`config.mk`:
```
export PLATFORM = sky130hd
export DESIGN_NAME = hdlc_byte_stuffing_codec
export DESIGN_NICKNAME = d
export VERILOG_FILES = /design/src/rtl/hbs_pkg.sv /design/src/rtl/hbs_front.sv /design/src/rtl/hbs_queue.sv /design/src/rtl/hbs_back.sv /design/src/rtl/hdlc_byte_stuffing_codec.sv
export VERILOG_INCLUDE_DIRS = /design/src /design/src/rtl
export SDC_FILE = /design/constraint.sdc
export NUM_CORES = 1
export LEC_CHECK = 0
export ABC_AREA = 1
export BUFFER_PORTS_ARGS = -buffer_cell sky130_fd_sc_hd__buf_4
export CORE_MARGIN = 4
export CORE_UTILIZATION = 30
export CTS_BUF_LIST = sky130_fd_sc_hd__clkbuf_8
export DETAILED_ROUTE_END_ITERATION = 8
export GPL_TIMING_DRIVEN = 0
export PLACE_DENSITY = 0.5
export SLEW_MARGIN = 20
export SYNTH_ARGS = -nofsm -noshare
export SYNTH_HDL_FRONTEND = slang
export SYNTH_SLANG_ARGS = --single-unit
```
`constraint.sdc`:
```
create_clock -name clock -period 3.5 [get_ports clock]
set_clock_uncertainty 0.15 [all_clocks]
set_input_delay 0.175 -clock clock [delete_from_list [all_inputs] [get_ports clock]]
set_output_delay 0.175 -clock clock [all_outputs]
set_load 0.02 [all_outputs]
```
`src/rtl/hdlc_byte_stuffing_codec_assert.svh`:
```
// Assertion macros shared by the codec modules
`ifndef HDLC_BYTE_STUFFING_CODEC_ASSERT_SVH
`define HDLC_BYTE_STUFFING_CODEC_ASSERT_SVH

// same-cycle implication, checked outside reset
`define HBS_ASSERT_NOW(label, clk, rst, ante, cons) \
   label: assert property (@(posedge clk) disable iff (rst) (ante) |-> (cons)) \
      else $error("hbs assertion failed");

// next-cycle implication, checked outside reset
`define HBS_ASSERT_NEXT(label, clk, rst, ante, cons) \
   label: assert property (@(posedge clk) disable iff (rst) (ante) |=> (cons)) \
      else $error("hbs assertion failed");

`endif

```
`src/rtl/hbs_pkg.sv`:
```
// Types and constants of the HDLC byte stuffing codec
package hbs_pkg;

   localparam logic [7:0] FLAG_BYTE = 8'h7E;
   localparam logic [7:0] ESC_BYTE  = 8'h7D;
   localparam logic [7:0] ESC_XOR   = 8'h20;

   // one queued job: the beats that a single input item produces
   typedef struct packed {
      logic       open_flag;   // leading 0x7E
      logic       escape;      // 0x7D before the data byte
      logic [7:0] data;        // data byte, already XORed when escaped
      logic       close_flag;  // trailing 0x7E, carries frame_end
      logic       data_end;    // data byte carries frame_end (decode)
   } job_type;

endpackage

```
`src/rtl/hbs_front.sv`:
```
// Front end: accepts input beats, tracks decode state, builds jobs
`include "hdlc_byte_stuffing_codec_assert.svh"

module hbs_front (
   input  logic            clock,
   input  logic            reset,
   input  logic            req_valid,
   output logic            req_ready,
   input  logic [7:0]      req_data_byte,
   input  logic            req_first_of_frame,
   input  logic            req_last_of_frame,
   input  logic            csr_write,
   input  logic            csr_encode_mode,
   input  logic            q_full,
   output logic            q_push,
   output hbs_pkg::job_type q_job
);
   import hbs_pkg::*;

   logic       encode_mode_ff;
   logic       escape_pending_ff, escape_pending_in;
   logic [7:0] held_byte_ff, held_byte_in;
   logic       held_valid_ff, held_valid_in;

   logic       accept;
   logic       push_job;
   logic       is_special;
   logic       have;
   logic [7:0] dec_byte;

   assign req_ready  = !q_full;
   assign accept     = req_valid && req_ready;
   assign is_special = (req_data_byte == FLAG_BYTE) || (req_data_byte == ESC_BYTE);
   assign q_push     = accept && push_job;

   always_comb begin
      escape_pending_in = escape_pending_ff;
      held_byte_in      = held_byte_ff;
      held_valid_in     = held_valid_ff;
      push_job          = 1'b0;
      q_job             = '0;
      have              = 1'b0;
      dec_byte          = req_data_byte;
      if (encode_mode_ff) begin
         q_job.open_flag  = req_first_of_frame;
         q_job.escape     = is_special;
         q_job.data       = is_special ? (req_data_byte ^ ESC_XOR) : req_data_byte;
         q_job.close_flag = req_last_of_frame;
         push_job         = 1'b1;
      end else if (req_first_of_frame) begin
         escape_pending_in = 1'b0;
         held_byte_in      = '0;
         held_valid_in     = 1'b0;
      end else if (req_last_of_frame) begin
         // flush the held byte as the frame's last data byte
         q_job.data        = held_byte_ff;
         q_job.data_end    = 1'b1;
         push_job          = held_valid_ff;
         escape_pending_in = 1'b0;
         held_byte_in      = '0;
         held_valid_in     = 1'b0;
      end else begin
         if (escape_pending_ff) begin
            have              = 1'b1;
            dec_byte          = req_data_byte ^ ESC_XOR;
            escape_pending_in = 1'b0;
         end else if (req_data_byte == ESC_BYTE) begin
            escape_pending_in = 1'b1;
         end else begin
            have = 1'b1;
         end
         if (have) begin
            q_job.data    = held_byte_ff;
            push_job      = held_valid_ff;
            held_byte_in  = dec_byte;
            held_valid_in = 1'b1;
         end
      end
   end

   always_ff @(posedge clock) begin
      if (reset) begin
         encode_mode_ff    <= 1'b1;
         escape_pending_ff <= 1'b0;
         held_byte_ff      <= '0;
         held_valid_ff     <= 1'b0;
      end else begin
         if (csr_write) begin
            encode_mode_ff <= csr_encode_mode;
         end
         if (accept) begin
            escape_pending_ff <= escape_pending_in;
            held_byte_ff      <= held_byte_in;
            held_valid_ff     <= held_valid_in;
         end
      end
   end

   `HBS_ASSERT_NEXT(a_dec_frame_edge_clears, clock, reset, accept && !encode_mode_ff && (req_first_of_frame || req_last_of_frame), !held_valid_ff && !escape_pending_ff)
   `HBS_ASSERT_NOW(a_no_push_when_full, clock, reset, q_full, !q_push)

endmodule

```
`src/rtl/hbs_queue.sv`:
```
// Job queue between front end and back end
`include "hdlc_byte_stuffing_codec_assert.svh"

module hbs_queue #(
   parameter int DEPTH = 4
) (
   input  logic             clock,
   input  logic             reset,
   input  logic             push,
   input  hbs_pkg::job_type push_job,
   output logic             full,
   input  logic             pop,
   output hbs_pkg::job_type head,
   output logic             empty
);
   import hbs_pkg::*;

   localparam int PTR_W = (DEPTH > 1) ? $clog2(DEPTH) : 1;
   localparam int CNT_W = $clog2(DEPTH + 1);

   job_type            mem [DEPTH];
   logic [PTR_W-1:0]   wr_ptr_ff, wr_ptr_in;
   logic [PTR_W-1:0]   rd_ptr_ff, rd_ptr_in;
   logic [CNT_W-1:0]   count_ff, count_in;

   assign full  = (count_ff == CNT_W'(DEPTH));
   assign empty = (count_ff == '0);
   assign head  = mem[rd_ptr_ff];

   always_comb begin
      wr_ptr_in = wr_ptr_ff;
      rd_ptr_in = rd_ptr_ff;
      count_in  = count_ff;
      if (push) begin
         wr_ptr_in = (wr_ptr_ff == PTR_W'(DEPTH - 1)) ? '0 : wr_ptr_ff + 1'b1;
      end
      if (pop) begin
         rd_ptr_in = (rd_ptr_ff == PTR_W'(DEPTH - 1)) ? '0 : rd_ptr_ff + 1'b1;
      end
      if (push && !pop) begin
         count_in = count_ff + 1'b1;
      end else if (pop && !push) begin
         count_in = count_ff - 1'b1;
      end
   end

   always_ff @(posedge clock) begin
      if (push) begin
         mem[wr_ptr_ff] <= push_job;
      end
   end

   always_ff @(posedge clock) begin
      if (reset) begin
         wr_ptr_ff <= '0;
         rd_ptr_ff <= '0;
         count_ff  <= '0;
      end else begin
         wr_ptr_ff <= wr_ptr_in;
         rd_ptr_ff <= rd_ptr_in;
         count_ff  <= count_in;
      end
   end

   `HBS_ASSERT_NOW(a_count_in_range, clock, reset, 1'b1, count_ff <= CNT_W'(DEPTH))
   `HBS_ASSERT_NOW(a_no_pop_when_empty, clock, reset, empty, !pop)

endmodule

```
`src/rtl/hbs_back.sv`:
```
// Back end: walks each job beat by beat into the output register
`include "hdlc_byte_stuffing_codec_assert.svh"

module hbs_back (
   input  logic             clock,
   input  logic             reset,
   input  logic             q_empty,
   input  hbs_pkg::job_type q_head,
   output logic             q_pop,
   output logic             rsp_valid,
   input  logic             rsp_ready,
   output logic [7:0]       rsp_out_byte,
   output logic             rsp_run_end,
   output logic             rsp_frame_end
);
   import hbs_pkg::*;

   localparam logic [1:0] STEP_OPEN  = 2'd0;
   localparam logic [1:0] STEP_ESC   = 2'd1;
   localparam logic [1:0] STEP_DATA  = 2'd2;
   localparam logic [1:0] STEP_CLOSE = 2'd3;

   logic       busy_ff, busy_in;
   logic [1:0] step_ff, step_in;
   logic       valid_ff, valid_in;
   logic [7:0] byte_ff, byte_in;
   logic       run_end_ff, run_end_in;
   logic       frame_end_ff, frame_end_in;

   logic [1:0] step;
   logic [1:0] next_step;
   logic       last_beat;
   logic       emit;

   assign emit = !q_empty && (!valid_ff || rsp_ready);

   always_comb begin
      if (busy_ff) begin
         step = step_ff;
      end else if (q_head.open_flag) begin
         step = STEP_OPEN;
      end else if (q_head.escape) begin
         step = STEP_ESC;
      end else begin
         step = STEP_DATA;
      end
   end

   always_comb begin
      next_step    = STEP_DATA;
      last_beat    = 1'b0;
      byte_in      = q_head.data;
      frame_end_in = 1'b0;
      unique case (step)
         STEP_OPEN: begin
            next_step = q_head.escape ? STEP_ESC : STEP_DATA;
            byte_in   = FLAG_BYTE;
         end
         STEP_ESC: begin
            next_step = STEP_DATA;
            byte_in   = ESC_BYTE;
         end
         STEP_DATA: begin
            next_step    = STEP_CLOSE;
            last_beat    = !q_head.close_flag;
            frame_end_in = q_head.data_end;
         end
         STEP_CLOSE: begin
            last_beat    = 1'b1;
            byte_in      = FLAG_BYTE;
            frame_end_in = 1'b1;
         end
         default: begin
            last_beat = 1'b1;
         end
      endcase
      run_end_in = last_beat;
   end

   assign q_pop = emit && last_beat;

   always_comb begin
      busy_in  = busy_ff;
      step_in  = step_ff;
      valid_in = valid_ff;
      if (emit) begin
         busy_in  = !last_beat;
         step_in  = next_step;
         valid_in = 1'b1;
      end else if (rsp_ready) begin
         valid_in = 1'b0;
      end
   end

   always_ff @(posedge clock) begin
      if (reset) begin
         busy_ff  <= 1'b0;
         step_ff  <= STEP_OPEN;
         valid_ff <= 1'b0;
      end else begin
         busy_ff  <= busy_in;
         step_ff  <= step_in;
         valid_ff <= valid_in;
      end
   end

   always_ff @(posedge clock) begin
      if (emit) begin
         byte_ff      <= byte_in;
         run_end_ff   <= run_end_in;
         frame_end_ff <= frame_end_in;
      end
   end

   assign rsp_valid     = valid_ff;
   assign rsp_out_byte  = byte_ff;
   assign rsp_run_end   = run_end_ff;
   assign rsp_frame_end = frame_end_ff;

   `HBS_ASSERT_NOW(a_busy_has_job, clock, reset, busy_ff, !q_empty)
   `HBS_ASSERT_NEXT(a_mid_job_stays_busy, clock, reset, emit && !last_beat, busy_ff)

endmodule

```
`src/rtl/hdlc_byte_stuffing_codec.sv`:
```
// Top level of the HDLC byte stuffing codec
//
//   channel  direction  handshake              payload
//   req      in         req_valid/req_ready    data_byte, first_of_frame, last_of_frame
//   rsp      out        rsp_valid/rsp_ready    out_byte, run_end, frame_end
//   csr      in         csr_write              encode_mode
//
// The front end takes one input beat per cycle while the job queue has room.
// The back end sends one output beat per cycle while the output is not stalled;
// an item goes out as its beats in order: opening flag, escape, data byte, closing flag.
// Decoded items that hold back or drop their byte make no output beat.
// Reset clears the queue, the decode state and the output valid flag; encode is on.
// Either side may stall; the job queue absorbs up to QUEUE_DEPTH pending items.

module hdlc_byte_stuffing_codec #(
   parameter int QUEUE_DEPTH = 4
) (
   input  logic       clock,
   input  logic       reset,
   input  logic       req_valid,
   output logic       req_ready,
   input  logic [7:0] req_data_byte,
   input  logic       req_first_of_frame,
   input  logic       req_last_of_frame,
   output logic       rsp_valid,
   input  logic       rsp_ready,
   output logic [7:0] rsp_out_byte,
   output logic       rsp_run_end,
   output logic       rsp_frame_end,
   input  logic       csr_write,
   input  logic       csr_encode_mode
);
   import hbs_pkg::*;

   logic    q_push;
   logic    q_full;
   logic    q_pop;
   logic    q_empty;
   job_type push_job;
   job_type head_job;

   hbs_front u_front (
      .clock              (clock),
      .reset              (reset),
      .req_valid          (req_valid),
      .req_ready          (req_ready),
      .req_data_byte      (req_data_byte),
      .req_first_of_frame (req_first_of_frame),
      .req_last_of_frame  (req_last_of_frame),
      .csr_write          (csr_write),
      .csr_encode_mode    (csr_encode_mode),
      .q_full             (q_full),
      .q_push             (q_push),
      .q_job              (push_job)
   );

   hbs_queue #(
      .DEPTH (QUEUE_DEPTH)
   ) u_queue (
      .clock    (clock),
      .reset    (reset),
      .push     (q_push),
      .push_job (push_job),
      .full     (q_full),
      .pop      (q_pop),
      .head     (head_job),
      .empty    (q_empty)
   );

   hbs_back u_back (
      .clock         (clock),
      .reset         (reset),
      .q_empty       (q_empty),
      .q_head        (head_job),
      .q_pop         (q_pop),
      .rsp_valid     (rsp_valid),
      .rsp_ready     (rsp_ready),
      .rsp_out_byte  (rsp_out_byte),
      .rsp_run_end   (rsp_run_end),
      .rsp_frame_end (rsp_frame_end)
   );

endmodule
```
==> results.cfg, run 1 <==
[status]
status = completed

[clock_tree]
clk_pin_slew_ns = 0.08
cts_tree = built
cts_buffers = 9
clock_latency_ns = 0.35
post-cts-setup-buffers = 0
cts_max_path_buffers = 2
cts-htree-levels = 3
clkSinkCount = 82
cts_root_buffer = clkbuf_8

[grt]
met2_usage = 0.1864
grt_pass1_vias = 2519
grt_busiest_layer = met2
grt_pass1_wl_um = 12440
grt_overflow = 0
grt_max_degree = 20
track_usage = 0.1132
grtUsageMet1 = 0.1424
met3_usage = 0.02595
antenna_found_initial = 0

[placed_design]
pre_cts_slack_ns = 0.3396
dp_hpwl_um = 5107
dp.cells = 518
io_buffer_count = 27
place.gp.congestion = 0.7264

[power_and_ir_drop]
p_total_mw = 3.124
vdd_drop_max_uv = 212.1
leakagePower_nw = 1.685
power_density_nw_per_um2 = 729.0

[drt]
drt_iter0_markers = 128
first_pass_iters = 4
wirelength_um = 7263
drt-wirelength-per-cell_um = 13.33
drc = 0
routed-via-count = 2425
antenna_left = 0
vias_per_cell = 4.450

[synthesis]
ys_ff_latch = 82
syn_avg_cell_area_um2 = 10.33
yosysSeqAreaShare = 0.6182
syn-instance-count = 348
synthesis.nets = 376
synth.distinct_cells = 38
synth_area_um2 = 3595
synth_warnings = 0

[sta]
finalMaxSlewViolations = 0
setup_ws_ns = 0.3808
slew_headroom = 0.5095
finalCriticalPeriod_ns = 3.119
setup_viol = 0
fmax_ghz = 0.3206
worst_pin_slew_ns = 0.7350
rsz0062_at_grt = no
final.setup.tns_ns = 0
hold_violations = 0
finalCritPeriodShare = 0.8912

[setup_path]
worstPathRequired_ns = 3.59
cp_slowest_cell = fa_1
critPathKind = reg2reg
cp_max_fo = 10
crit_chain = buf_4 -> inv_2 -> buf_6 -> nand2_1 -> nand3_1 -> nand2_1 -> nand2_1 -> o21a_1 -> inv_1 -> ha_1 -> nand3_1 -> a21boi_2 -> inv_1 -> ha_1 -> inv_1 -> fa_1 -> a21oi_1 -> o21ai_0 -> o21ai_0 -> a21oi_1
arrival_ns = 3.21
cpPeakStageDelay_ns = 0.38
ff2ff_setup_slack_ns = 0.38
critPathCaptureType = register
worst_setup_path_start_kind = register

[floorplanning]
fp.dieW_um = 117.5
boundaryPins = 28
start_util = 0.3108
die_area_um2 = 13800
core_area_um2 = 11560
rows = 39
fp.dieH_um = 117.5

[final_layout]
drive_gt1_frac = 0.1617
area_growth_pct = 19.21
final_nets = 425
final_cell_count_no_fill = 545
antenna-diode-count = 0
fill_cells = 1155

[flow_run]
maxCapViolations = 0

[worst_hold_path]
hold_path_class = in2reg
hp-start = req_last_of_frame
-- stage by stage --
step	hold slack [ns]	cell area [um2]	util
6_report	0.04682	4285	0.3706
5_1_grt	0.06507	4285	0.3706
4_1_cts	0.03114	4283	0.3703
3_5_place_dp	0.2233	3986	0.3447
3_3_place_gp	0.2231	3976	0.3438
2_1_floorplan	0.09738	3595	-
-- what timing repair did --
item	in CTS	in global routing
resized for setup	0	1
endpoints found under the hold margin	10	0
hold buffers	11	0
setup endpoints to repair	0	2
-- critical path: cells and delay by family (launching register included) --
family	cells	cell delay [ns]
buffers and inverters	6	0.62
AND/OR/NAND/NOR	5	0.41
flip-flops	1	0.30
adder cells (fa/ha/maj)	3	0.77
AO/OA/AOI/OAI	6	0.75
-- report_power, final --
part	switching, mW	internal, mW	leakage, nW
combinational	0.733	0.414	0.855
sequential	0.0610	1.26	0.731
clock	0.332	0.322	0.0992
total	1.13	2.00	1.69
-- cell usage after synthesis (all sizes together) --
library cell,n,area share
xor2,1,0.0024
a31oi,3,0.0094
o21ai,37,0.056
nor3,2,0.0028
clkbuf,2,0.0021
or2,2,0.0035
clkdlybuf4s18,1,0.0028
a21boi,2,0.0052
buf,8,0.015
edfxtp,58,0.48
ha,11,0.038
dfxtp,24,0.13
a21oi,7,0.011
o21a,1,0.0021
nand3b,1,0.0021
clkinv,1,0.0010
fa,1,0.0056
inv,42,0.044
o311ai,5,0.012
nand2,43,0.046
nand3,35,0.055
xnor2,1,0.0024
nor2,60,0.064
-- cell usage in the layout (no fill, tap or decap), types with 2 or more instances in the layout --
master,synthesis,layout
nand3_1,32,32
edfxtp_1,58,58
clkinv_1,1,2
o311ai_0,5,5
a21oi_1,6,6
nand3_2,2,2
inv_1,41,43
buf_4,1,28
buf_6,2,2
nor2_1,58,54
o21ai_0,29,29
buf_2,4,3
nand2_1,42,42
clkbuf_8,0,9
dfxtp_1,24,24
o21ai_1,6,6
ha_1,11,11
a31oi_1,2,2
nor3_1,2,2
nor2_2,2,6
clkbuf_1,2,2
dlygate4sd3_1,0,11
-- cells by family after synthesis --
family / count (synthesis) / synth area share
simple gates: 143 / 0.1730
buf+inv: 54 / 0.06474
compound gates: 55 / 0.09537
fa+ha+maj: 12 / 0.04386
xor+xnor: 2 / 0.004874
flops: 82 / 0.6182
-- sequential cells by signal, indices dropped and copies added (netlist names), 2 cells and up, named ones only --
register	count
u_queue.wr_ptr_ff	2
u_queue.rd_ptr_ff	2
u_queue.mem	48
u_front.held_byte_ff	8
u_queue.count_ff	3
u_back.step_ff	2
u_back.rsp_out_byte	8
-- layer usage --
metal / share of wire / up-vias
li1: - / 1266
met1: 0.48 / 1113
met2: 0.48 / 35
met3: 0.029 / 11
met4: 0.016 / 0
met5: 0 / -
-- worst paths after layout --
path / cells past startpoint / end
max: 20 / u_queue.count_ff[2]
min reg2reg: 2 / u_front.held_valid_ff
max reg2reg: 20 / u_queue.count_ff[2]
min: 3 / u_queue.mem[0][1]
-- layout make-up --
class,instances,area (um2),area share
flip-flops and latches,82,2222,0.5185
clock inverters,7,62.56,0.01460
multi-input cells,212,1150,0.2683
clock buffers,9,123.9,0.02891
well taps,143,178.9,0.04175
inverters,43,161.4,0.03766
repair buffers,38,312.8,0.07299
plain buffers,11,73.82,0.01723
(Power assumes the default switching activity.)
==> inputs of run 2 (changes only) <==
==> constraint.sdc (replaced) <==
create_clock -name clock -period 3.5 [get_ports clock]
set_clock_uncertainty 0.15 [all_clocks]
set_input_delay 0.35 -clock clock [delete_from_list [all_inputs] [get_ports clock]]
set_output_delay 0.35 -clock clock [all_outputs]
set_load 0.02 [all_outputs]
==> results.cfg, run 2 (synthesized netlist as in run 1, its figures left out) <==
[status]
status = completed

[setup_path]
cp_max_fo = 10
r2r_end = u_queue.count_ff[2]
cp_slowest_cell = fa_1
crit_cells = 20
crit_chain = buf_4 -> inv_2 -> buf_6 -> nand2_1 -> nand3_1 -> nand2_1 -> nand2_1 -> o21a_1 -> inv_1 -> ha_1 -> nand3_1 -> a21boi_2 -> inv_1 -> ha_1 -> inv_1 -> fa_1 -> a21oi_1 -> o21ai_0 -> o21ai_0 -> a21oi_1
worst-r2r-cell-count = 20
arrival_ns = 3.20
critPathCaptureType = register
cpPeakStageDelay_ns = 0.38
critPathKind = reg2reg
worstPathRequired_ns = 3.58
ff2ff_setup_slack_ns = 0.38
timing.critical_path.to = u_queue.count_ff[2]
cp_top_family = adder cells
worst_setup_path_start_kind = register
crit_buf_inv = 6

[drt]
antenna_left = 0
wirelength_um = 7219
first_pass_iters = 4
drc = 0
drt_iter0_markers = 139
vias_per_cell = 4.433
routed-via-count = 2367
drt-wirelength-per-cell_um = 13.52

[sta]
finalMaxSlewViolations = 0
finalCriticalPeriod_ns = 3.119
finalCritPeriodShare = 0.8912
worst_pin_slew_ns = 0.7466
slew_headroom = 0.5017
fmax_ghz = 0.3206
final.setup.tns_ns = 0
setup_viol = 0
hold_violations = 0
rsz0062_at_grt = no

[final_layout]
antenna-diode-count = 0
area_growth_pct = 16.15
drive_gt1_frac = 0.1662
multiInputGateArea_um2 = 1150
final_nets = 414
regArea_um2 = 2222
top_register = u_queue.mem
layout_common_cells = edfxtp_1 (58), nor2_1 (54), inv_1 (43), nand2_1 (42), nand3_1 (32)
fill_cells = 1160
largest_reg_flops = 48
final_common_cell = edfxtp_1

[grt]
grt_busiest_layer = met2
antenna_found_initial = 0
met3_usage = 0.02595
met2_usage = 0.1828
track_usage = 0.1125
grt_overflow = 0
grt_pass1_wl_um = 12330
grtUsageMet1 = 0.1433
grt_max_degree = 20
grt_pass1_vias = 2478

[placed_design]
place.gp.congestion = 0.7264
io_buffer_count = 27
dp_hpwl_um = 5107

[floorplanning]
start_util = 0.3108
boundaryPins = 28
die_area_um2 = 13800
fp.dieH_um = 117.5
rows = 39
core_area_um2 = 11560
fp.dieW_um = 117.5

[power_and_ir_drop]
leakagePower_nw = 1.641
power_density_nw_per_um2 = 745.3
vdd_drop_max_uv = 212.1
p_total_mw = 3.112

[clock_tree]
clkSinkCount = 82
cts_root_buffer = clkbuf_8
cts-htree-levels = 3
cts_max_path_buffers = 2
clock_latency_ns = 0.35
clk_pin_slew_ns = 0.08
cts_buffers = 9
cts_tree = built

[worst_hold_path]
hold_path_class = in2reg

[flow_run]
maxCapViolations = 0
==> run 2: where the power goes <==
group          switching, mW  internal, mW  leakage [nW]
sequential            0.0610          1.26         0.731
combinational          0.732         0.406         0.811
clock                  0.330         0.322        0.0992
==> run 2: area by class of cell <==
class	count	share of cell area
Buffer	11	0.01768
Sequential cell	82	0.5322
Timing Repair Buffer	27	0.04855
Multi-Input combinational cell	212	0.2754
Inverter	43	0.03866
Tap cell	143	0.04285
Clock buffer	9	0.02967
Clock inverter	7	0.01498
==> run 2: metrics by stage <==
stage,util,setup slack (ns),cells,hold WS (ns),area [um2]
detailed placement,0.3447,0.3396,518,0.3161,3986
CTS,0.3608,0.3217,534,0.009886,4173
finish,0.3610,0.3809,534,0.03414,4175
global placement,0.3438,0.3600,518,0.3088,3976
global route,0.3610,0.01773,534,0.03951,4175
floorplan,-,0.7857,348,0.2724,3595
==> run 2: per-layer routing <==
metal | vias up | share of wire
li1 | 1243 | -
met1 | 1088 | 0.49
met2 | 30 | 0.47
met3 | 6 | 0.029
met4 | 0 | 0.013
met5 | - | 0
==> run 2: worst min-delay path by stage <==
stage / to / from / cells past startpoint
after global routing: u_queue.count_ff[0] / reset / 2
final: u_front.encode_mode_ff / csr_write / 2
after global placement: u_front.held_valid_ff / u_front.held_valid_ff / 2
after detailed placement: u_front.held_byte_ff[5] / u_front.held_byte_ff[5] / 2
after CTS: u_front.encode_mode_ff / csr_write / 2
after floorplan: u_queue.count_ff[0] / reset / 1
==> run 2: worst register-to-register path, cell delays in order (launching register included) <==
cell      delay, ns
dfxtp_1        0.30
buf_4          0.15
inv_2          0.09
buf_6          0.15
nand2_1        0.06
nand3_1        0.07
nand2_1        0.08
nand2_1        0.06
o21a_1         0.16
inv_1          0.09
ha_1           0.26
nand3_1        0.14
a21boi_2       0.10
inv_1          0.08
ha_1           0.13
inv_1          0.06
fa_1           0.38
a21oi_1        0.15
o21ai_0        0.12
o21ai_0        0.17
a21oi_1        0.06
==> run 2: what timing repair did <==
item,in CTS,in global routing
setup endpoints to repair,0,2
buffers inserted,0,0
resized for setup,0,1
hold buffers,0,0
